===== config.mk =====
export PLATFORM = sky130hd
export DESIGN_NAME = ezca_front
export DESIGN_NICKNAME = d
export VERILOG_FILES = /design/src/rtl/core/ezca_pkg.sv /design/src/rtl/core/ezca_front.sv
export SDC_FILE = /design/constraint.sdc
export NUM_CORES = 2
export LEC_CHECK = 0
export BUFFER_PORTS_ARGS = -buffer_cell sky130_fd_sc_hd__clkbuf_2
export CAP_MARGIN = 5
export CORE_UTILIZATION = 64
export CTS_CLUSTER_SIZE = 40
export DETAILED_ROUTE_END_ITERATION = 6
export GPL_TIMING_DRIVEN = 0
export PLACE_DENSITY = 0.8
export SLEW_MARGIN = 10
export SYNTH_ARGS = -nofsm -noshare
export SYNTH_HDL_FRONTEND = slang
export SYNTH_SLANG_ARGS = --single-unit

===== constraint.sdc =====
create_clock -name clk -period 8.83 [get_ports clk]
set_input_delay 1.3245 -clock clk [delete_from_list [all_inputs] [get_ports clk]]
set_output_delay 1.3245 -clock clk [all_outputs]
set_load 0.1 [all_outputs]

===== src/rtl/core/ezca_pkg.sv =====
// Shared types, constants and helpers of the edge zone color averager.
package ezca_pkg;

    localparam int SCREEN_WIDTH      = 1920;
    localparam int SCREEN_HEIGHT     = 1080;
    localparam int MAX_LEDS_PER_EDGE = 16;
    localparam int NUM_EDGES         = 4;
    localparam int LEN_W             = 13;
    localparam int CNT_W             = 5;
    localparam int SLOT_W            = 6;
    localparam int NUM_SLOTS         = 64;
    localparam int AREA_W            = 21;
    localparam int SUM_W             = 32;
    localparam int FIFO_DEPTH        = 4;
    localparam int FIFO_AW           = 2;

    localparam logic [1:0] EDGE_TOP    = 2'd0;
    localparam logic [1:0] EDGE_RIGHT  = 2'd1;
    localparam logic [1:0] EDGE_BOTTOM = 2'd2;
    localparam logic [1:0] EDGE_LEFT   = 2'd3;

    typedef enum logic [2:0] {
        REG_MARGIN_LEFT,
        REG_MARGIN_RIGHT,
        REG_MARGIN_TOP,
        REG_MARGIN_BOTTOM,
        REG_EDGE_THICKNESS,
        REG_LEDS_TOP_BOTTOM,
        REG_LEDS_LEFT_RIGHT
    } cfg_reg_t;

    typedef enum logic [1:0] {
        PR_IDLE,
        PR_LOAD,
        PR_DIV,
        PR_TAB
    } prep_state_t;

    typedef enum logic [2:0] {
        BK_ACC,
        BK_RD,
        BK_LOAD,
        BK_SAT,
        BK_DIV,
        BK_OUT
    } back_state_t;

    typedef struct packed {
        logic              hit;
        logic [SLOT_W-1:0] slot;
        logic [7:0]        red;
        logic [7:0]        green;
        logic [7:0]        blue;
        logic              fe;
    } pix_t;

    typedef struct packed {
        logic [7:0]                          thick;
        logic [NUM_EDGES-1:0][LEN_W-1:0]     zone_len;
        logic [NUM_EDGES-1:0][CNT_W-1:0]     count;
    } geom_t;

    function automatic logic [CNT_W-1:0] clamp_count(input logic [CNT_W-1:0] v);
        clamp_count = (v > CNT_W'(MAX_LEDS_PER_EDGE)) ? CNT_W'(MAX_LEDS_PER_EDGE) : v;
    endfunction

endpackage


===== src/rtl/core/ezca_front.sv =====
// Configuration registers, zone table builder and pixel classifier.
module ezca_front
    import ezca_pkg::*;
(
    input  logic        clk,
    input  logic        rst_n,
    input  logic        cfg_wr,
    input  logic [2:0]  cfg_addr,
    input  logic [11:0] cfg_wdata,
    input  logic        s_tvalid,
    output logic        s_tready,
    input  logic [47:0] s_tdata,
    input  logic        s_tlast,
    output logic        push,
    output pix_t        push_data,
    input  logic        fifo_full,
    output geom_t       geom
);

    logic [11:0] ml_reg, mr_reg, mt_reg, mb_reg;
    logic [7:0]  thick_reg;
    logic [9:0]  ltb_reg, llr_reg;

    prep_state_t prep_state_reg, prep_state_next;
    logic [1:0]       edge_reg;
    logic [3:0]       step_reg;
    logic [CNT_W-1:0] rem_reg;
    logic [LEN_W-1:0] quo_reg;
    logic [CNT_W-1:0] acc_reg;
    logic [LEN_W-1:0] st_run_reg;
    logic [LEN_W-1:0] zl_reg [NUM_EDGES];
    logic [LEN_W-1:0] st_tab_reg [NUM_EDGES][MAX_LEDS_PER_EDGE];
    logic [LEN_W-1:0] en_tab_reg [NUM_EDGES][MAX_LEDS_PER_EDGE];

    logic [CNT_W-1:0] n [NUM_EDGES];
    logic signed [15:0] cw_s, sh_s;
    logic [LEN_W-1:0] cw_len, sh_len, len_sel;
    logic [CNT_W-1:0] n_sel;
    logic [5:0]       trial;
    logic             trial_ge;
    logic [LEN_W-1:0] zl_cur;
    logic [CNT_W-1:0] r_cur;
    logic [5:0]       acc2;

    logic [11:0] x, y;
    logic signed [15:0] xs, ys, lft, rgt, top, bot, tt;
    logic in_rect, side_rows;
    logic [3:0] flag_in;

    logic        s1_valid_reg;
    logic [3:0]  s1_flag_reg;
    logic [11:0] s1_posx_reg, s1_posy_reg;
    logic [7:0]  s1_red_reg, s1_green_reg, s1_blue_reg;
    logic        s1_fe_reg;

    logic [3:0]       zone [NUM_EDGES];
    logic [NUM_EDGES-1:0] ehit;
    logic [6:0]       slot7;
    logic             any_hit;

    assign n[EDGE_TOP]    = clamp_count(ltb_reg[4:0]);
    assign n[EDGE_BOTTOM] = clamp_count(ltb_reg[9:5]);
    assign n[EDGE_RIGHT]  = clamp_count(llr_reg[4:0]);
    assign n[EDGE_LEFT]   = clamp_count(llr_reg[9:5]);

    assign tt   = $signed({8'd0, thick_reg});
    assign cw_s = $signed(16'(SCREEN_WIDTH)) - $signed({4'd0, mr_reg})
                  - $signed({4'd0, ml_reg});
    assign sh_s = $signed(16'(SCREEN_HEIGHT)) - $signed({4'd0, mb_reg})
                  - $signed({4'd0, mt_reg}) - (tt <<< 1);
    assign cw_len  = cw_s[15] ? '0 : cw_s[LEN_W-1:0];
    assign sh_len  = sh_s[15] ? '0 : sh_s[LEN_W-1:0];
    assign len_sel = edge_reg[0] ? sh_len : cw_len;
    assign n_sel   = n[edge_reg];

    assign trial    = {rem_reg, quo_reg[LEN_W-1]};
    assign trial_ge = (trial >= {1'b0, n_sel});
    assign zl_cur   = (n_sel == '0) ? '0 : quo_reg;
    assign r_cur    = (n_sel == '0) ? '0 : rem_reg;
    assign acc2     = {1'b0, acc_reg} + {1'b0, r_cur};

    always_ff @(posedge clk or negedge rst_n)
    begin
        if (!rst_n)
        begin
            ml_reg    <= '0;
            mr_reg    <= '0;
            mt_reg    <= '0;
            mb_reg    <= '0;
            thick_reg <= 8'd16;
            ltb_reg   <= '0;
            llr_reg   <= '0;
        end
        else if (cfg_wr)
        begin
            unique case (cfg_reg_t'(cfg_addr))
                REG_MARGIN_LEFT:     ml_reg    <= cfg_wdata;
                REG_MARGIN_RIGHT:    mr_reg    <= cfg_wdata;
                REG_MARGIN_TOP:      mt_reg    <= cfg_wdata;
                REG_MARGIN_BOTTOM:   mb_reg    <= cfg_wdata;
                REG_EDGE_THICKNESS:  thick_reg <= cfg_wdata[7:0];
                REG_LEDS_TOP_BOTTOM: ltb_reg   <= cfg_wdata[9:0];
                REG_LEDS_LEFT_RIGHT: llr_reg   <= cfg_wdata[9:0];
                default:             ;
            endcase
        end
    end

    always_comb
    begin
        prep_state_next = prep_state_reg;
        unique case (prep_state_reg)
            PR_IDLE: prep_state_next = PR_IDLE;
            PR_LOAD: prep_state_next = PR_DIV;
            PR_DIV:  prep_state_next = (step_reg == 4'(LEN_W-1)) ? PR_TAB : PR_DIV;
            PR_TAB:
            begin
                if (step_reg == 4'(MAX_LEDS_PER_EDGE-1))
                begin
                    prep_state_next = (edge_reg == EDGE_LEFT) ? PR_IDLE : PR_LOAD;
                end
            end
            default: prep_state_next = PR_IDLE;
        endcase
        if (cfg_wr)
        begin
            prep_state_next = PR_LOAD;
        end
    end

    always_ff @(posedge clk or negedge rst_n)
    begin
        if (!rst_n)
        begin
            prep_state_reg <= PR_IDLE;
            edge_reg       <= EDGE_TOP;
            step_reg       <= '0;
            zl_reg         <= '{default: '0};
        end
        else
        begin
            prep_state_reg <= prep_state_next;
            if (cfg_wr)
            begin
                edge_reg <= EDGE_TOP;
            end
            else if (prep_state_reg == PR_TAB && step_reg == 4'(MAX_LEDS_PER_EDGE-1))
            begin
                edge_reg <= edge_reg + 1'b1;
            end
            if (prep_state_reg == PR_LOAD || cfg_wr)
            begin
                step_reg <= '0;
            end
            else if (prep_state_reg == PR_DIV)
            begin
                step_reg <= (step_reg == 4'(LEN_W-1)) ? '0 : step_reg + 1'b1;
            end
            else if (prep_state_reg == PR_TAB)
            begin
                step_reg <= step_reg + 1'b1;
            end
            if (prep_state_reg == PR_TAB && step_reg == '0)
            begin
                zl_reg[edge_reg] <= zl_cur;
            end
        end
    end

    always_ff @(posedge clk)
    begin
        unique case (prep_state_reg)
            PR_LOAD:
            begin
                quo_reg    <= len_sel;
                rem_reg    <= '0;
                acc_reg    <= '0;
                st_run_reg <= '0;
            end
            PR_DIV:
            begin
                rem_reg <= trial_ge ? CNT_W'(trial - {1'b0, n_sel}) : trial[CNT_W-1:0];
                quo_reg <= {quo_reg[LEN_W-2:0], trial_ge};
            end
            PR_TAB:
            begin
                st_tab_reg[edge_reg][step_reg] <= st_run_reg;
                en_tab_reg[edge_reg][step_reg] <= st_run_reg + zl_cur;
                if (acc2 >= {1'b0, n_sel})
                begin
                    st_run_reg <= st_run_reg + zl_cur + 1'b1;
                    acc_reg    <= CNT_W'(acc2 - {1'b0, n_sel});
                end
                else
                begin
                    st_run_reg <= st_run_reg + zl_cur;
                    acc_reg    <= acc2[CNT_W-1:0];
                end
            end
            default: ;
        endcase
    end

    assign x   = s_tdata[11:0];
    assign y   = s_tdata[23:12];
    assign xs  = $signed({4'd0, x});
    assign ys  = $signed({4'd0, y});
    assign lft = $signed({4'd0, ml_reg});
    assign top = $signed({4'd0, mt_reg});
    assign rgt = $signed(16'(SCREEN_WIDTH)) - $signed({4'd0, mr_reg});
    assign bot = $signed(16'(SCREEN_HEIGHT)) - $signed({4'd0, mb_reg});

    assign in_rect   = (xs >= lft) && (xs < rgt) && (ys >= top) && (ys < bot);
    assign side_rows = (ys >= top + tt) && (ys < bot - tt);
    assign flag_in[EDGE_TOP]    = in_rect && (ys < top + tt);
    assign flag_in[EDGE_RIGHT]  = in_rect && side_rows && (xs >= rgt - tt);
    assign flag_in[EDGE_BOTTOM] = in_rect && (ys >= bot - tt);
    assign flag_in[EDGE_LEFT]   = in_rect && side_rows && (xs < lft + tt);

    assign s_tready = (prep_state_reg == PR_IDLE) && (!s1_valid_reg || !fifo_full);
    assign push     = s1_valid_reg && !fifo_full;

    always_ff @(posedge clk or negedge rst_n)
    begin
        if (!rst_n)
        begin
            s1_valid_reg <= 1'b0;
        end
        else if (s_tready)
        begin
            s1_valid_reg <= s_tvalid;
        end
        else if (push)
        begin
            s1_valid_reg <= 1'b0;
        end
    end

    always_ff @(posedge clk)
    begin
        if (s_tvalid && s_tready)
        begin
            s1_flag_reg  <= flag_in;
            s1_posx_reg  <= 12'(xs - lft);
            s1_posy_reg  <= 12'(ys - top - tt);
            s1_red_reg   <= s_tdata[31:24];
            s1_green_reg <= s_tdata[39:32];
            s1_blue_reg  <= s_tdata[47:40];
            s1_fe_reg    <= s_tlast;
        end
    end

    always_comb
    begin
        logic [LEN_W-1:0] pos;
        for (int e = 0; e < NUM_EDGES; e++)
        begin
            pos     = e[0] ? {1'b0, s1_posy_reg} : {1'b0, s1_posx_reg};
            zone[e] = '0;
            ehit[e] = 1'b0;
            for (int i = 0; i < MAX_LEDS_PER_EDGE; i++)
            begin
                if ((CNT_W'(i) < n[e]) && (pos >= st_tab_reg[e][i])
                    && (pos < en_tab_reg[e][i]))
                begin
                    zone[e] = 4'(i);
                    ehit[e] = 1'b1;
                end
            end
        end
    end

    always_comb
    begin
        logic [6:0] nt7, nr7, nb7, nl7;
        nt7     = {2'd0, n[EDGE_TOP]};
        nr7     = {2'd0, n[EDGE_RIGHT]};
        nb7     = {2'd0, n[EDGE_BOTTOM]};
        nl7     = {2'd0, n[EDGE_LEFT]};
        any_hit = 1'b1;
        slot7   = '0;
        if (s1_flag_reg[EDGE_TOP] && ehit[EDGE_TOP])
        begin
            slot7 = {3'd0, zone[EDGE_TOP]};
        end
        else if (s1_flag_reg[EDGE_RIGHT] && ehit[EDGE_RIGHT])
        begin
            slot7 = nt7 + {3'd0, zone[EDGE_RIGHT]};
        end
        else if (s1_flag_reg[EDGE_BOTTOM] && ehit[EDGE_BOTTOM])
        begin
            slot7 = nt7 + nr7 + nb7 - 7'd1 - {3'd0, zone[EDGE_BOTTOM]};
        end
        else if (s1_flag_reg[EDGE_LEFT] && ehit[EDGE_LEFT])
        begin
            slot7 = nt7 + nr7 + nb7 + nl7 - 7'd1 - {3'd0, zone[EDGE_LEFT]};
        end
        else
        begin
            any_hit = 1'b0;
        end
    end

    assign push_data.hit   = any_hit;
    assign push_data.slot  = slot7[SLOT_W-1:0];
    assign push_data.red   = s1_red_reg;
    assign push_data.green = s1_green_reg;
    assign push_data.blue  = s1_blue_reg;
    assign push_data.fe    = s1_fe_reg;

    assign geom.thick = thick_reg;
    always_comb
    begin
        for (int e = 0; e < NUM_EDGES; e++)
        begin
            geom.zone_len[e] = zl_reg[e];
            geom.count[e]    = n[e];
        end
    end

endmodule


Word level (Yosys, flattened, before mapping). Memories as Yosys holds them, arrays and structs flattened. Index checks and enable logic that the tools add are counted.

Memory bits (writable): 1664. Register bits: 226. Word-level logic and storage cells: 621. Output and inout port bits: 114. Memories kept: 2. Input bits: 69.

Eq/ne operators: 13. Reduce and logical (&&, ||, !) cells: 168. Bitwise operators: 2. Order comparisons: 212. Add/sub/neg operators: 27. Mux-type cells: 171.

Memory list: en_tab_reg (words 4, bits a word 208, read ports 4, clocked after Yosys merged registers in 0, wr ports 1, line ezca_front.sv:33) `logic [LEN_W-1:0] en_tab_reg [NUM_EDGES][MAX_LEDS_PER_EDGE];`; st_tab_reg (words 4, bits a word 208, read ports 4, clocked after Yosys merged registers in 0, wr ports 1, line ezca_front.sv:32) `logic [LEN_W-1:0] st_tab_reg [NUM_EDGES][MAX_LEDS_PER_EDGE];`.

Operators with widths (count): less-than comparator 12 x 13 -> 1 bit (66); >= comparator 12 x 13 -> 1 bit (64); 2-to-1 mux 4 bit (60); 2-to-1 mux 208 bit (1); less-than comparator 4 x 5 -> 1 bit (first input constant) (32); logical AND 1 bit (148); 2-to-1 mux 13 bit (7); less-than comparator 3 x 5 -> 1 bit (first input constant) (16); 2-to-1 mux 1 bit (77); bitwise mux 52 bit (1); demux 13 bit (select 4 bit) (1); one-hot mux 13 bit (2 select lines) (2); 2-to-1 mux 5 bit (9); less-than comparator 1 x 5 -> 1 bit (first input constant) (8); less-than comparator 2 x 5 -> 1 bit (first input constant) (8); >= comparator 13 x 14 -> 1 bit (2); subtractor 13 x 13 -> 14 bit (2); subtractor 13 x 9 -> 14 bit (2); adder 12 x 8 -> 13 bit (2); demux 13 bit (select 2 bit) (1); less-than comparator 13 bit (2); subtractor 11 x 12 -> 13 bit (first input constant) (2); >= comparator 12 bit (2); 2-to-1 mux 6 bit (4); other kinds (43) (74).

Depth between registers and ports, before layout.
Word-level depth: 26. Gate-level depth with buffers: 25. Mapped depth without buffers: 24.

Worst setup path after synthesis. Ideal clock, no wire load.

Kind: flip-flop to output port. Start point: register s1_posy_reg[11]. End point: output port push_data[30] (netlist bit). Cell stages (with the launch flop): 22. Buffers on the path: 0. Data required time: 7.506 ns. Arrival: 7.535 ns. Setup slack: -0.030 ns. Path through: edfxtp_1 -> ha_1 -> a211o_1 -> a21oi_1 -> o211ai_1 -> a221o_1 -> a211oi_1 -> inv_1 -> a311oi_1 -> o21ai_0 -> a31oi_1 -> fa_1 -> ha_1 -> inv_1 -> fa_1 -> inv_1 -> a21o_1 -> a21oi_1 -> xnor2_1 -> xnor2_1 -> nand3_1 -> a221oi_1.

RTL lines: start: declaration (line ezca_front.sv:52) `logic [11:0] s1_posx_reg, s1_posy_reg;`; start signal: assignment (line ezca_front.sv:245) `s1_posy_reg <= 12'(ys - top - tt);`; end: declaration (line ezca_front.sv:15) `output pix_t push_data,`.

==> results.md <==
* Nets at between 10000 and 15000
* IO Pins at ~180
* Worst path cell trace: buf_8, buf_16, buf_16, ha_1, nand3_1, o22ai_1, nor3_1, or4b_2, o211ai_1, nand2b_1, o21ai_0, a31oi_4, fa_1, ha_1, inv_1, fa_1, inv_1, a21o_1, a21oi_1, xnor2_1, xnor2_1, nand3_1, a221oi_4, buf_6
* Ratio of cells with drive above 1 in the final layout at under 10%
* Num rows at around 150
* H-tree depth at 4
* Final setup violating endpoints at 0
* Crit path kind: reg -> out
* Number of synthesized flops with an enable pin at 1753
* DRT Pass-1 Iters at 7
* R2R Path End: st_run_reg[12]
* Cell count after synthesis at approximately 8900
* Logic pwr share at around 46%
* Critical Path Start Type: flop
* Hold buffers post-CTS at 0
* CP top delay family: compound AO/OA/AOI/OAI gates
* Vias per cell at 6.49
* P_sw at 15.8 mW
* CP max stage delay at between 0.6 and 0.7 ns
* Reg-to-Reg Start: ltb_reg[4]
* Routed vias at approximately 77000
* Total Power at 38.8 mW
* Switching Share at 40.8%
* Starting Density at 64.7%
* Dpl hpwl at ~230000 µm
* Clock root cell: clkbuf_16
* Dominant cell type by area after synthesis: edfxtp_1
* Unique masters post-synth at 92
* First-pass GRT wire length at 467000 µm
* Initial DRC count at 8263
* Drt total wl at 316000 µm
* Post-synth top area share at between 40 and 50%
* Sequential Power Share at 33.3%
* Max-cap violation count at 0
* Clk Latency, worst-skew pair at between 0.8 and 0.9 ns
* Most frequent cell after synthesis: edfxtp_1
* Die height at ~410 µm
* Static Leak at 54.6 nW
* Average wire per standard cell at approximately 27 µm
* R2r setup slk at ~0.48 ns
* Asr flop ratio synth at 7.25%
* Core region area at roughly 160000 µm²
* Remaining antenna violation count at 0
* Worst Max-Slew Pin Slew at around 1.4 ns
* Port Buffers at ~180
* # clock sinks at 1890
* Fmax at approximately 0.11 GHz
* Routability cong. at 0.944
* Met1 wire length at 110000 µm
* Clock group share of total power at between 20% and 30%
* Met2 WL at approximately 140000 µm
* Final core occ at roughly 75%
* Vias in the first global route at 78775
* Failing checks: DRC
* Yosys reg bits at between 1500 and 2000
* Final Hold Viols at 0
* Initial antenna violation count at 29
* Worst path arrival time at ~7.5 ns
* Yosys warnings at 0
* Clk slew on worst S/H paths at about 0.070 ns
* Top FF cell, synth: edfxtp_1
* Die Span X at 408 µm
* Cell area after synthesis at 106000 µm²
* Most common library cells after synthesis: edfxtp_1 (1753), ha_1 (1711), inv_1 (1666)
* Die area at roughly 170000 µm²
* Area Growth Syn to Fin at 15.2%
* Wire length on met3 at 38100 µm
* Avg Inst Size Synth at between 10 and 15 µm²
* Gr usage total at 37.6%
* Internal at approximately 23 mW
* Slowest stage cell on the critical path: edfxtp_1
* Grt ovf at 0
* Pin count of the biggest net entering global routing at between 70 and 80
* Slew Limit Headroom at between 3 and 4%
* CTS tree: built
* Hold WC Path Type: in -> async
* Clock buffer depth at 3
* Post-route minimum period at ~8.8 ns
* Synth Net Count at about 11000
* Synth area leaders: edfxtp_1 (50%), ha_1 (20%), inv_1 (5.9%)
* Worst EP required at ~7.5 ns
* Peak supply drop at between 0.0005 and 0.0006 V
* Reg2Reg Depth at 20
* Final period util at between 90 and 100%
* Slew Viols, Final at 0
* Max Fanout on Critical Path at 12
* CP Capture Type: output pin
* DRC violations left at 5
* CP bufs+invs at 6
* Highest Signal Layer: met5
* Sequential fraction of the synthesis area at between 50% and 60%
* CTS buffer count at 193
* Clock Skews at between 0.04 and 0.05 ns
* Pwr dens at 319 nW/µm²
* Status: complete, but fails checks
## final cells by class
type	instances	area, µm²
Multi-Input combinational cell	5224	43500
Inverter	1670	6290
Tap cell	2175	2720
Sequential cell	1890	56100
Clock inverter	99	908
Buffer	68	283
Clock buffer	257	5300
Antenna cell	15	37.5
Timing Repair Buffer	492	6750
Fill cell	9641	41500
## worst register-to-register path: cells and delay by family, from the launching register on
kind	cells	cell delay, ns
buf+inv	5	1.95
mux	3	0.68
fa+ha+maj	1	0.55
compound gates	5	1.94
simple gates	5	1.68
xor+xnor	1	0.66
flops	1	0.65
## how the worst max path moves through the flow
stage | to | depth (start not counted) | start
floorplan | push_data[29] | 14 | ltb_reg[1]
global placement | st_run_reg[11] | 12 | st_run_reg[0]
detailed placement | push_data[30] | 24 | s1_posy_reg[0]
CTS | push_data[30] | 20 | s1_posy_reg[9]
global route | push_data[30] | 24 | s1_posy_reg[9]
finish | push_data[30] | 24 | s1_posy_reg[9]
## power by group through the flow
| stage | combinational [mW] | sequential (mW) | clock [mW] |
|---|---|---|---|
| finish | 17.7 | 12.9 | 8.18 |
| global route | 18.1 | 12.9 | 8.50 |
| CTS | 17.0 | 12.9 | 8.16 |
| detailed placement | 16.6 | 13.1 | 0 |
| global placement | 10.1 | 14.9 | 0 |
| floorplan | 6.68 | 13.9 | 0 |
## metal layers
layer  vias up  GRT usage (%)
met2      4976           59.2
met4        26           26.0
met1     37123           45.1
met5         -              0
li1      33413              -
met3      1684           10.3
## cells in the final DEF, fill, tap and decap left out, types with 29 or more instances in the layout
cell / netlist / final
a211o_1: 36 / 36
a211oi_1: 109 / 106
a21o_1: 248 / 248
a21oi_1: 533 / 533
a31oi_1: 67 / 66
and2_1: 60 / 57
buf_16: 0 / 119
buf_4: 2 / 36
buf_6: 1 / 32
buf_8: 0 / 116
clkbuf_1: 56 / 104
clkbuf_16: 0 / 200
clkbuf_2: 1 / 177
clkinv_1: 2 / 31
clkinv_2: 0 / 44
dfrtp_1: 136 / 136
edfxtp_1: 1753 / 1753
fa_1: 33 / 32
ha_1: 1711 / 1710
inv_1: 1666 / 1662
mux2_2: 44 / 44
nand2_1: 359 / 359
nand2b_1: 116 / 116
nand3_1: 131 / 131
nand4_1: 91 / 91
nand4b_1: 54 / 54
nor2_1: 281 / 281
nor2b_1: 117 / 116
nor3_1: 99 / 83
nor4_1: 35 / 29
o211ai_1: 56 / 56
o21a_1: 57 / 57
o21ai_0: 413 / 413
xnor2_1: 90 / 85
xor2_1: 43 / 39
## cell families (layout without fill, tap and decap cells)
group	Yosys count	in the layout	share of synthesized area, %
xor+xnor	133	133	1.10
flops	1890	1890	53.0
mux	59	59	0.646
simple gates	1478	1478	7.31
fa+ha+maj	1744	1744	20.9
other cells	0	15	0
compound gates	1810	1810	10.8
buf+inv	1739	2586	6.20
## per-stage QoR
step	setup TNS, ns	cells	setup WS, ns	area (µm²)	hold WS [ns]
after CTS	0	11869	0.0139	122000	0.487
after floorplan	0	8853	0.206	106000	0.445
after detailed placement	-0.339	11512	-0.214	115000	0.473
final	0	11890	0.0136	122000	0.464
after global placement	-3119.58	11210	-7.07	109000	0.461
after global routing	-0.158	11884	-0.158	122000	0.507
## timing repair
action | in CTS | in global routing
gates resized for setup | 18 | 14
pin swaps | 0 | 1
endpoints found under the setup margin | 5 | 4
setup buffers | 2 | 6
Power figures use the tool's default switching activity.
