File: src/rtl/core/ezca_pkg.sv
// Shared types, constants and helpers of the edge zone color averager.
package ezca_pkg;

    localparam int SCREEN_WIDTH      = 1920;
    localparam int SCREEN_HEIGHT     = 1080;
    localparam int MAX_LEDS_PER_EDGE = 16;
    localparam int NUM_EDGES         = 4;
    localparam int LEN_W             = 13;
    localparam int CNT_W             = 5;
    localparam int SLOT_W            = 6;
    localparam int NUM_SLOTS         = 64;
    localparam int AREA_W            = 21;
    localparam int SUM_W             = 32;
    localparam int FIFO_DEPTH        = 4;
    localparam int FIFO_AW           = 2;

    localparam logic [1:0] EDGE_TOP    = 2'd0;
    localparam logic [1:0] EDGE_RIGHT  = 2'd1;
    localparam logic [1:0] EDGE_BOTTOM = 2'd2;
    localparam logic [1:0] EDGE_LEFT   = 2'd3;

    typedef enum logic [2:0] {
        REG_MARGIN_LEFT,
        REG_MARGIN_RIGHT,
        REG_MARGIN_TOP,
        REG_MARGIN_BOTTOM,
        REG_EDGE_THICKNESS,
        REG_LEDS_TOP_BOTTOM,
        REG_LEDS_LEFT_RIGHT
    } cfg_reg_t;

    typedef enum logic [1:0] {
        PR_IDLE,
        PR_LOAD,
        PR_DIV,
        PR_TAB
    } prep_state_t;

    typedef enum logic [2:0] {
        BK_ACC,
        BK_RD,
        BK_LOAD,
        BK_SAT,
        BK_DIV,
        BK_OUT
    } back_state_t;

    typedef struct packed {
        logic              hit;
        logic [SLOT_W-1:0] slot;
        logic [7:0]        red;
        logic [7:0]        green;
        logic [7:0]        blue;
        logic              fe;
    } pix_t;

    typedef struct packed {
        logic [7:0]                          thick;
        logic [NUM_EDGES-1:0][LEN_W-1:0]     zone_len;
        logic [NUM_EDGES-1:0][CNT_W-1:0]     count;
    } geom_t;

    function automatic logic [CNT_W-1:0] clamp_count(input logic [CNT_W-1:0] v);
        clamp_count = (v > CNT_W'(MAX_LEDS_PER_EDGE)) ? CNT_W'(MAX_LEDS_PER_EDGE) : v;
    endfunction

endpackage

File: src/rtl/core/ezca_fifo.sv
// Short queue of classified pixel words between the front and the back.
module ezca_fifo
    import ezca_pkg::*;
(
    input  logic clk,
    input  logic rst_n,
    input  logic push,
    input  pix_t push_data,
    output logic full,
    input  logic pop,
    output pix_t pop_data,
    output logic empty
);

    pix_t                 mem [FIFO_DEPTH];
    logic [FIFO_AW-1:0]   wr_ptr_reg;
    logic [FIFO_AW-1:0]   rd_ptr_reg;
    logic [FIFO_AW:0]     count_reg;

    assign full     = (count_reg == (FIFO_AW+1)'(FIFO_DEPTH));
    assign empty    = (count_reg == '0);
    assign pop_data = mem[rd_ptr_reg];

    always_ff @(posedge clk)
    begin
        if (push)
        begin
            mem[wr_ptr_reg] <= push_data;
        end
    end

    always_ff @(posedge clk or negedge rst_n)
    begin
        if (!rst_n)
        begin
            wr_ptr_reg <= '0;
            rd_ptr_reg <= '0;
            count_reg  <= '0;
        end
        else
        begin
            if (push)
            begin
                wr_ptr_reg <= wr_ptr_reg + 1'b1;
            end
            if (pop)
            begin
                rd_ptr_reg <= rd_ptr_reg + 1'b1;
            end
            if (push && !pop)
            begin
                count_reg <= count_reg + 1'b1;
            end
            else if (pop && !push)
            begin
                count_reg <= count_reg - 1'b1;
            end
        end
    end

    assert property (@(posedge clk) disable iff (!rst_n) full |-> !push)
        else $error("Queue written while full.");
    assert property (@(posedge clk) disable iff (!rst_n) empty |-> !pop)
        else $error("Queue read while empty.");
    assert property (@(posedge clk) disable iff (!rst_n)
        (push && !pop) |=> (count_reg == $past(count_reg) + 1'b1))
        else $error("Queue fill count lost a word.");

endmodule

File: config.mk
export PLATFORM = sky130hd
export DESIGN_NAME = ezca_fifo
export DESIGN_NICKNAME = d
export VERILOG_FILES = /design/src/rtl/core/ezca_pkg.sv /design/src/rtl/core/ezca_fifo.sv
export SDC_FILE = /design/constraint.sdc
export NUM_CORES = 1
export LEC_CHECK = 0
export ABC_AREA = 1
export BUFFER_PORTS_ARGS = -buffer_cell sky130_fd_sc_hd__buf_2
export CAP_MARGIN = 5
export CORE_UTILIZATION = 50
export DETAILED_ROUTE_END_ITERATION = 7
export HOLD_SLACK_MARGIN = 0.15
export PLACE_DENSITY = 0.7
export SETUP_SLACK_MARGIN = 0.2
export SYNTH_ARGS = -nofsm -noshare
export SYNTH_HDL_FRONTEND = slang
export SYNTH_SLANG_ARGS = --single-unit
export TNS_END_PERCENT = 1
File: constraint.sdc
create_clock -name clk -period 1.84 [get_ports clk]
set_input_delay 0.092 -clock clk [delete_from_list [all_inputs] [get_ports clk]]
set_output_delay 0.092 -clock clk [all_outputs]
set_load 0.01 [all_outputs]
---- Word-level counts from Yosys, hierarchy flattened ----
Memory sizes are Yosys's and may differ from the RTL's.
Index checks and enable logic that the tools add are counted.
cells by class
  add/sub/neg operators ................... 4
  equality and inequality tests ........... 1
  mux-type cells .......................... 4
  reductions and logical operators ........ 6
operators with widths
  cell                                                                count
  3-bit two-way mux                                                   2
  2-bit by 1-bit adder with 2-bit output, second input constant       2
  3-bit by 1-bit adder with 3-bit output, second input constant       1
  3-bit equality test, second input constant                          1
  3-bit zero test                                                     1
  3-bit by 1-bit subtractor with 3-bit output, second input constant  1
  1-bit logical AND                                                   2
  1-bit zero test                                                     2
  1-bit two-way mux                                                   2
  2-bit nonzero test                                                  1
word-level totals
  flip-flop bits (word level) ............. 7
  RAM bits ................................ 128
  bits of input ports ..................... 36
  memories kept ........................... 1
memories
  memory  words  width  rd ports  clocked after Yosys merged registers in  write ports  RTL line         text
  mem     4      32     1         0                                        1            ezca_fifo.sv:15  pix_t mem [FIFO_DEPTH];

---- Depth between registers and ports, before layout ----
Gate-level depths: netlist of the first run.
  depth after elaboration ................. 4
  depth in mapped cells ................... 9

---- Worst setup path after synthesis of the first run ----
Ideal clock, no wire load.
  path kind ............................... reg2reg
  start point ............................. reg wr_ptr_reg[0]
  end point ............................... mem mem[2][0] (netlist bit) (enable)
  setup time .............................. 0.387 ns
  data arrival time ....................... 1.297 ns
  required time ........................... 1.453 ns
  path slack .............................. 0.156 ns
  cell stages (with the launch flop) ...... 5
  clock period less this slack ............ 1.684 ns
  cell sequence ........................... dfrtp_1 > inv_1 > ha_1 > nand2_1 > inv_1
RTL lines
  item                    RTL line         text
  from (decl)             ezca_fifo.sv:16  logic [FIFO_AW-1:0] wr_ptr_reg;
  from (signal assigned)  ezca_fifo.sv:44  wr_ptr_reg <= wr_ptr_reg + 1'b1;
  to (decl)               ezca_fifo.sv:15
Straight into the memory's write port.

==> results.py, run 1 <==
metrics = {
    "timing": {
        "finalHoldViolCount": 0,
        "setup_tns_ps": 0,
        "rsz0062_at_grt": "true",
        "fin_crit_ps": 1810,
        "setup_violations": 0,
        "max_freq_ghz": 0.553,
        "holdWs_ps": 321,
        "maxSlewHeadroom_pct": 76.8,
        "max_slew.worst_pin.slew_ps": 348,
        "drv_slew": 0,
        "period_share_pct": 98.4,
        "finalClockSkew_ps": 11.4,
    },
    "setup_path": {
        "worstSetupStartpointType": "flip-flop",
        "crit_path_start": "rd_ptr_reg[0]",
        "worst-endpoint-arrival_ps": 1720,
        "crit_type": "flip-flop to output pin",
        "critPathRequiredTime_ps": 1750,
        "r2r-start": "wr_ptr_reg[1]",
        "r2r_cells": 5,
        "critPathMaxFanout": 21,
        "endpoint_kind": "output pin",
    },
    "global_routing": {
        "antenna_found_initial": 0,
        "first_global_vias": 3405,
        "track_usage_pct": 18.7,
        "grt_max_degree": 85,
        "grt_pass1_wl_mm": 15.8,
        "globalRoute.totalOverflow": 0,
    },
    "pwr": {
        "p_total_mw": 11.1,
        "power_per_cell_area_nw_per_um2": 1590,
        "seq_power_share_pct": 38.5,
        "clkPwrFrac_pct": 28.8,
        "leakage_nw": 2.90,
        "p_int_mw": 7.40,
        "vdd_ir_drop_max_uv": 1020,
        "switching_power_mw": 3.70,
        "p_sw_share_pct": 33.4,
        "p_comb_share_pct": 32.7,
    },
    "die": {
        "die_height_um": 106,
        "pin_count": 70,
        "coreArea_um2": 10500,
        "die_w_um": 106,
        "dieArea_um2": 11300,
        "start_util_pct": 52.1,
        "rows": 37,
    },
    "finish": {
        "finalNetCount": 579,
        "fin_area_um2": 6990,
        "largest_reg_flops": 128,
        "area_growth_pct": 28.1,
        "drive_gt1_share_pct": 21.3,
        "final_util_pct": 66.8,
        "antenna_cells": 0,
        "fillers": 746,
    },
    "cts": {
        "htreeDepth": 4,
        "clkSinkCount": 135,
        "ctsRootBufferMaster": "clkbuf_8",
        "clock_path_buffers": 2,
        "cts_setup_buffers": 0,
        "clk_pin_slew_worst_paths_ps": 60,
        "numCtsBuffers": 17,
        "tritoncts": "done",
        "clk_latency_ps": 510,
    },
    "routing": {
        "drc": 0,
        "vias": 3417,
        "drt_wl_total_mm": 10.1,
        "drt-initial-drc-count": 190,
        "ant_nets": 0,
        "dr.pass1.iters": 4,
        "vias_per_cell": 4.98,
        "routedWlPerCell_um": 14.8,
    },
    "yosys": {
        "synth_area_leaders": "edfxtp_1, o211ai_1, nand2_1",
        "synth.cell_area_um2": 5450,
        "yosysTopAreaCellShare_pct": 70.5,
        "synth_largest_area_cell": "edfxtp_1",
        "synth_warnings": 0,
        "postSynthCellCount": 421,
        "synth_seq_cells": 135,
        "synth_area_per_cell_um2": 13.0,
        "synth.distinct_cells": 18,
        "syn_nets": 463,
        "ys_seq_area_share_pct": 73.7,
    },
    "placed_design": {
        "dp_hpwl_mm": 6.02,
        "portBuffers": 69,
        "place_area_um2": 5980,
        "gp_congestion": 0.714,
    },
    "run": {
        "maxCapViolCount": 0,
    },
    "min_path": {
        "hold_path.class": "primary input to flip-flop",
        "whs_path_depth": 2,
        "hold_path.startpoint": "push_data[11]",
    },
    "run_status": {
        "outcome": "finished clean",
    },
}
through the flow:
step / worst slack [ps] / cells
detailed placement: 396 / 616
CTS: 12.2 / 684
floorplan: 156 / 421
global route: -33.1 / 686
global placement: 439 / 616
finish: 30.3 / 686
Yosys cell counts:
library cell	instances
o211ai_1	64
dfrtp_1	7
o21ai_1	1
nor3_1	2
ha_1	5
clkbuf_1	2
edfxtp_1	128
inv_1	75
fa_1	1
xor2_1	3
inv_2	1
buf_2	15
nand3_1	1
nand2_1	109
nand4_1	1
buf_4	4
xnor2_1	1
buf_1	1
routing by layer:
metal  global-route usage, %  wire length (um)  share of wire (%)
met1                    21.3              4140                 41
met2                    33.5              5430                 54
met3                    4.23               372                3.7
met4                    8.41               185                1.8
met5                       0                 0                  0
path summary, 6_finish.rpt:
| check | end | slack, ps |
|---|---|---|
| setup / recovery | pop_data[19] | 30 |
| hold / removal | mem[3][11] | 320 |
| setup reg to reg | mem[1][19] | 380 |
| hold reg to reg | count_reg[2] | 520 |
| max in group asynchronous | rd_ptr_reg[0] | 1040 |
| min in group asynchronous | rd_ptr_reg[1] | 530 |
logic make-up (layout without fill, tap and decap cells):
group           count (synthesis)  in the layout  synth area share (%)
buf+inv                        98            227                  7.36
simple gates                  113            113                  7.89
fa+ha+maj                       6              6                  1.51
flops                         135            135                  73.7
compound gates                 65             65                  8.90
xor+xnor                        4              4                 0.642
power by group through the flow:
stage	clock (mW)	sequential [mW]	combinational, mW
2_1_floorplan	0	4.24	2.26
3_3_place_gp	0	4.26	3.33
3_5_place_dp	0	4.30	3.40
4_1_cts	3.24	4.24	3.49
5_1_grt	3.35	4.32	4.06
6_report	3.20	4.27	3.63
placed cells by master, fill, tap and decap left out, types with 4 or more instances in the layout:
master / n
clkinvlp_4: 4
dlygate4sd3_1: 36
inv_1: 74
buf_2: 69
nand2_1: 108
o211ai_1: 64
inv_6: 4
dfrtp_1: 6
edfxtp_1: 128
ha_1: 5
clkbuf_16: 18
buf_4: 8
layout make-up:
cell class                 instances  area [um2]  share of cell area, %
tap                              136         170                   2.44
inverter                          76         292                   4.17
clock buffer                      18         418                   5.98
sequential                       135        4020                   57.6
timing repair buffer             119         895                   12.8
clock inverter                    14         149                   2.13
multi-input combinational        188        1040                   14.9
worst max-delay path, stage by stage (launching register included):
cell       delay (ps)
dfrtp_4           550
clkbuf_16         220
o211ai_1          230
nand2_1            70
buf_2             140
what timing repair did:
item / 4_1_cts / 5_1_grt
pin swaps: 0 / 45
hold endpoints to repair: 141 / 0
cloned: 0 / 2
hold buffers: 36 / 0
endpoints found under the setup margin: 32 / 32
resized for setup: 2 / 6
Power figures use the tool's default switching activity.
==> run 2, diff against run 1 <==
--- a/config.mk
+++ b/config.mk
@@ -11,8 +11,9 @@
 export CORE_UTILIZATION = 50
 export DETAILED_ROUTE_END_ITERATION = 7
 export HOLD_SLACK_MARGIN = 0.15
-export PLACE_DENSITY = 0.7
+export PLACE_DENSITY_LB_ADDON = 0.2
 export SETUP_SLACK_MARGIN = 0.2
+export SKIP_CTS_REPAIR_TIMING = 1
 export SYNTH_ARGS = -nofsm -noshare
 export SYNTH_HDL_FRONTEND = slang
 export SYNTH_SLANG_ARGS = --single-unit
==> run 2 against run 1 <==
Against the previous run: design area down 1.1%; routed wire length shrank 1.9%; global-route usage grew 0.18 points; cell count up 0.15%; first-iteration DRC count rose by 8.4%; register-to-register slack improved by 20 ps; largest power group unchanged.
==> results.py, run 2 (same netlist as run 1, synthesis figures left out) <==
metrics = {
    "run_status": {
        "outcome": "finished clean",
    },
    "cts": {
        "numCtsBuffers": 17,
        "ctsRootBufferMaster": "clkbuf_8",
        "clkSinkCount": 135,
        "clock_path_buffers": 2,
        "clk_pin_slew_worst_paths_ps": 60,
        "tritoncts": "done",
        "htreeDepth": 4,
        "clk_latency_ps": 510,
    },
    "pwr": {
        "p_int_mw": 7.26,
        "power_per_cell_area_nw_per_um2": 1560,
        "leakage_nw": 2.86,
        "seq_power_share_pct": 39.2,
        "p_comb_share_pct": 31.9,
        "p_sw_share_pct": 32.9,
        "switching_power_mw": 3.55,
        "vdd_ir_drop_max_uv": 785,
        "p_total_mw": 10.8,
        "clkPwrFrac_pct": 28.8,
    },
    "routing": {
        "ant_nets": 0,
        "vias": 3407,
        "drt_wl_total_mm": 9.94,
        "routedWlPerCell_um": 14.5,
        "drc": 0,
        "drt-initial-drc-count": 206,
        "vias_per_cell": 4.96,
        "dr.pass1.iters": 4,
    },
    "setup_path": {
        "critPathMaxFanout": 58,
        "r2r_end": "mem[0][22]",
        "worstSetupStartpointType": "flip-flop",
        "r2r-start": "wr_ptr_reg[0]",
        "critPathRequiredTime_ps": 1750,
        "r2r_cells": 5,
        "crit_path_start": "rd_ptr_reg[0]",
        "rrSetupSlack_ps": 400,
        "endpoint_kind": "output pin",
        "crit_type": "flip-flop to output pin",
        "worst-endpoint-arrival_ps": 1740,
    },
    "timing": {
        "period_share_pct": 99.6,
        "drv_slew": 0,
        "max_slew.worst_pin.slew_ps": 346,
        "holdWs_ps": 333,
        "rsz0062_at_grt": "true",
        "setup_violations": 0,
        "fin_crit_ps": 1830,
        "worst_slack_ps": 7.58,
        "finalClockSkew_ps": 5.50,
        "finalHoldViolCount": 0,
        "setup_tns_ps": 0,
        "maxSlewHeadroom_pct": 76.9,
        "max_freq_ghz": 0.546,
    },
    "finish": {
        "antenna_cells": 0,
        "drive_gt1_share_pct": 20.7,
        "layout_common_cells": "edfxtp_1, nand2_1, inv_1, buf_2, o211ai_1",
        "finalNetCount": 580,
        "largest_reg_flops": 128,
        "final-instance-count-excl-fill": 687,
        "area_growth_pct": 26.7,
        "layout_commonest_cell": "edfxtp_1",
    },
    "min_path": {
        "worstHoldEndpoint": "mem[2][30]",
        "hold_path.class": "primary input to flip-flop",
        "hold_path.startpoint": "push_data[30]",
        "whs_path_depth": 2,
    },
    "run": {
        "maxCapViolCount": 0,
    },
    "die": {
        "dieArea_um2": 11300,
        "pin_count": 70,
        "die_height_um": 106,
        "rows": 37,
        "die_w_um": 106,
        "coreArea_um2": 10500,
        "start_util_pct": 52.1,
    },
    "global_routing": {
        "first_global_vias": 3311,
        "grt_pass1_wl_mm": 15.9,
        "track_usage_pct": 18.9,
        "globalRoute.totalOverflow": 0,
        "grt_max_degree": 73,
        "antenna_found_initial": 0,
    },
    "placed_design": {
        "pre_cts_slack_ps": 394,
        "portBuffers": 69,
        "dp_hpwl_mm": 6.26,
        "dp.cells": 619,
        "gp_congestion": 0.747,
    },
}
[run 2: cell types whose count changed in the layout (fill, tap and decap cells not counted), moves of 2 or more]
| cell | change |
|---|---|
| buf_4 | +5 |
| clkbuf_16 | -2 |
| clkinv_1 | +2 |
| inv_6 | -2 |
[run 2: worst max path at each step]
stage	endpoint	slack (ps)	cells past startpoint
after floorplan	mem[0][0]	160	4
after global placement	mem[1][12]	440	5
after detailed placement	mem[1][12]	390	5
after CTS	pop_data[13]	-50	4
after global routing	pop_data[13]	-80	4
final	pop_data[13]	8	4
[run 2: layout make-up]
cell class / instances / area [um2]
Inverter: 76 / 289
Fill cell: 795 / 3550
Clock buffer: 19 / 422
Timing Repair Buffer: 120 / 843
Clock inverter: 13 / 130
Tap cell: 136 / 170
Sequential cell: 135 / 4020
Multi-Input combinational cell: 188 / 1030
[run 2: layer usage]
layer  global-route usage (%)  part of all wire (%)
met2                     31.7                    51
met4                     7.93                   1.7
met5                        0                     0
met1                     23.0                    43
met3                     5.27                   3.9
[run 2: critical path: stages, from the launching register on]
cell and delay, ps:
dfrtp_4 500, buf_12 190, o211ai_1 230, nand2_1 110
buf_2 160
[run 2: power groups by stage]
stage / combinational [mW] / clock [mW] / sequential (mW)
floorplan: 2.26 / 0 / 4.24
global placement: 3.38 / 0 / 4.28
detailed placement: 3.45 / 0 / 4.31
CTS: 3.46 / 3.18 / 4.25
global route: 3.86 / 3.31 / 4.29
finish: 3.45 / 3.12 / 4.24
[run 2: metrics by stage]
stage                     utilization [%]  cell area, um2
after CTS                            62.6            6550
after floorplan                         -            5460
after detailed placement             57.3            6000
final                                66.0            6910
after global routing                 66.0            6910
after global placement               57.3            6000
==> run 3, diff against run 2 <==
--- a/config.mk
+++ b/config.mk
@@ -9,6 +9,7 @@
 export BUFFER_PORTS_ARGS = -buffer_cell sky130_fd_sc_hd__buf_2
 export CAP_MARGIN = 5
 export CORE_UTILIZATION = 50
+export CTS_BUF_LIST = sky130_fd_sc_hd__clkbuf_16
 export DETAILED_ROUTE_END_ITERATION = 7
 export HOLD_SLACK_MARGIN = 0.15
 export PLACE_DENSITY_LB_ADDON = 0.2
==> run 3 against run 2 <==
Against the previous run: setup slack better by 110 ps; routed wire length up 0.44%; flip-flop and latch count stayed put; critical path type unchanged; largest power group unchanged.
==> results.py, run 3 (same netlist as run 1, synthesis figures left out) <==
metrics = {
    "routing": {
        "drt-initial-drc-count": 212,
        "drc": 0,
        "m1WireLength_mm": 4.40,
        "vias_per_cell": 4.92,
        "wl_met3_um": 356,
        "drt_wl_total_mm": 9.98,
        "dr.pass1.iters": 4,
        "vias": 3382,
        "dr_wl_met2_mm": 5.10,
        "routed.top_layer": "met4",
        "routedWlPerCell_um": 14.5,
        "ant_nets": 0,
    },
    "timing": {
        "holdWs_ps": 437,
        "setup_tns_ps": 0,
        "setup_violations": 0,
        "max_slew.worst_pin.slew_ps": 345,
        "max_freq_ghz": 0.580,
        "rsz0062_at_grt": "true",
        "drv_slew": 0,
        "maxSlewHeadroom_pct": 76.9,
        "finalClockSkew_ps": 5.79,
        "fin_crit_ps": 1720,
        "finalHoldViolCount": 0,
        "period_share_pct": 93.7,
    },
    "global_routing": {
        "grt_max_degree": 73,
        "track_usage_pct": 18.8,
        "globalRoute.totalOverflow": 0,
        "grt_pass1_wl_mm": 15.9,
        "first_global_vias": 3312,
        "antenna_found_initial": 0,
    },
    "pwr": {
        "power_per_cell_area_nw_per_um2": 1570,
        "vdd_ir_drop_max_uv": 791,
        "leakage_nw": 2.88,
    },
    "placed_design": {
        "place_area_um2": 6000,
        "gp_congestion": 0.747,
        "dp.cells": 619,
        "portBuffers": 69,
        "dp_hpwl_mm": 6.26,
    },
    "die": {
        "dieArea_um2": 11300,
        "rows": 37,
        "pin_count": 70,
        "die_height_um": 106,
        "coreArea_um2": 10500,
        "die_w_um": 106,
        "start_util_pct": 52.1,
    },
    "setup_path": {
        "crit_type": "flip-flop to output pin",
        "cp_top_family": "flip-flops",
        "path_cells": "buf_12 -> o211ai_1 -> nand2_1 -> buf_2",
        "endpoint_kind": "output pin",
        "critPathMaxFanout": 58,
        "cpMaxStageDelayCell": "dfrtp_4",
        "worst-endpoint-arrival_ps": 1630,
        "max_stage_delay_ps": 500,
        "worstSetupStartpointType": "flip-flop",
        "crit_buf_inv": 2,
        "critPathRequiredTime_ps": 1750,
    },
    "cts": {
        "clk_latency_ps": 410,
        "numCtsBuffers": 17,
        "clk_pin_slew_worst_paths_ps": 60,
        "tritoncts": "done",
        "clock_path_buffers": 2,
        "htreeDepth": 4,
        "clkSinkCount": 135,
        "ctsRootBufferMaster": "clkbuf_16",
    },
    "min_path": {
        "hold_path.class": "primary input to flip-flop",
    },
    "finish": {
        "fin_area_um2": 6920,
        "final-instance-count-excl-fill": 687,
        "layout_common_cells": "edfxtp_1, nand2_1, inv_1, buf_2, o211ai_1",
        "layout_commonest_cell": "edfxtp_1",
        "area_growth_pct": 26.9,
        "drive_gt1_share_pct": 20.7,
        "largest_reg_flops": 128,
        "final_util_pct": 66.2,
        "antenna_cells": 0,
        "finalNetCount": 580,
    },
    "run": {
        "maxCapViolCount": 0,
    },
    "run_status": {
        "outcome": "finished clean",
    },
}
-- run 3: cell count changes in the layout (fill, tap and decap cells not counted), sizes merged --
| cell | change |
|---|---|
| clkbuf | -2 |
| inv | +2 |
-- run 3: through the flow --
step	setup WS [ps]	power, mW
3_3_place_gp	442	7.66
4_1_cts	69.9	10.9
3_5_place_dp	394	7.75
5_1_grt	32.9	11.5
2_1_floorplan	156	6.50
6_report	117	10.9
-- run 3: area by class of cell --
cell class | instances | area, um2
Clock buffer | 17 | 425
Clock inverter | 15 | 138
Fill cell | 793 | 3540
Inverter | 76 | 289
Multi-Input combinational cell | 188 | 1030
Sequential cell | 135 | 4020
Tap cell | 136 | 170
Timing Repair Buffer | 120 | 843
-- run 3: per-layer routing --
metal,vias to the layer above,track usage [%]
li1,1680,-
met5,-,0
met4,0,7.34
met2,69,31.7
met1,1623,23.0
met3,10,5.46
-- run 3: path summary, 6_finish.rpt --
| kind | startpoint | end | slack [ps] | depth (start not counted) |
|---|---|---|---|---|
| min | push_data[30] | mem[2][30] | 440 | 2 |
| min in group asynchronous | rst_n | rd_ptr_reg[0] | 640 | 3 |
| max | rd_ptr_reg[0] | pop_data[13] | 120 | 4 |
| max in group asynchronous | rst_n | rd_ptr_reg[0] | 920 | 3 |
| min reg2reg | count_reg[2] | count_reg[2] | 530 | 2 |
| max reg2reg | wr_ptr_reg[0] | mem[0][0] | 400 | 5 |
-- run 3: report_power, final --
group,internal (mW),switching [mW]
combinational,1.30,2.15
sequential,4.04,0.197
clock,1.97,1.21
total,7.31,3.55
-- run 3: worst register-to-register path: cells and delay by family, from the launching register on --
| kind | cells | cell delay (ps) |
|---|---|---|
| buffers and inverters | 3 | 480 |
| flip-flops | 1 | 420 |
| adder cells (fa/ha/maj) | 1 | 140 |
| AND/OR/NAND/NOR | 1 | 50 |
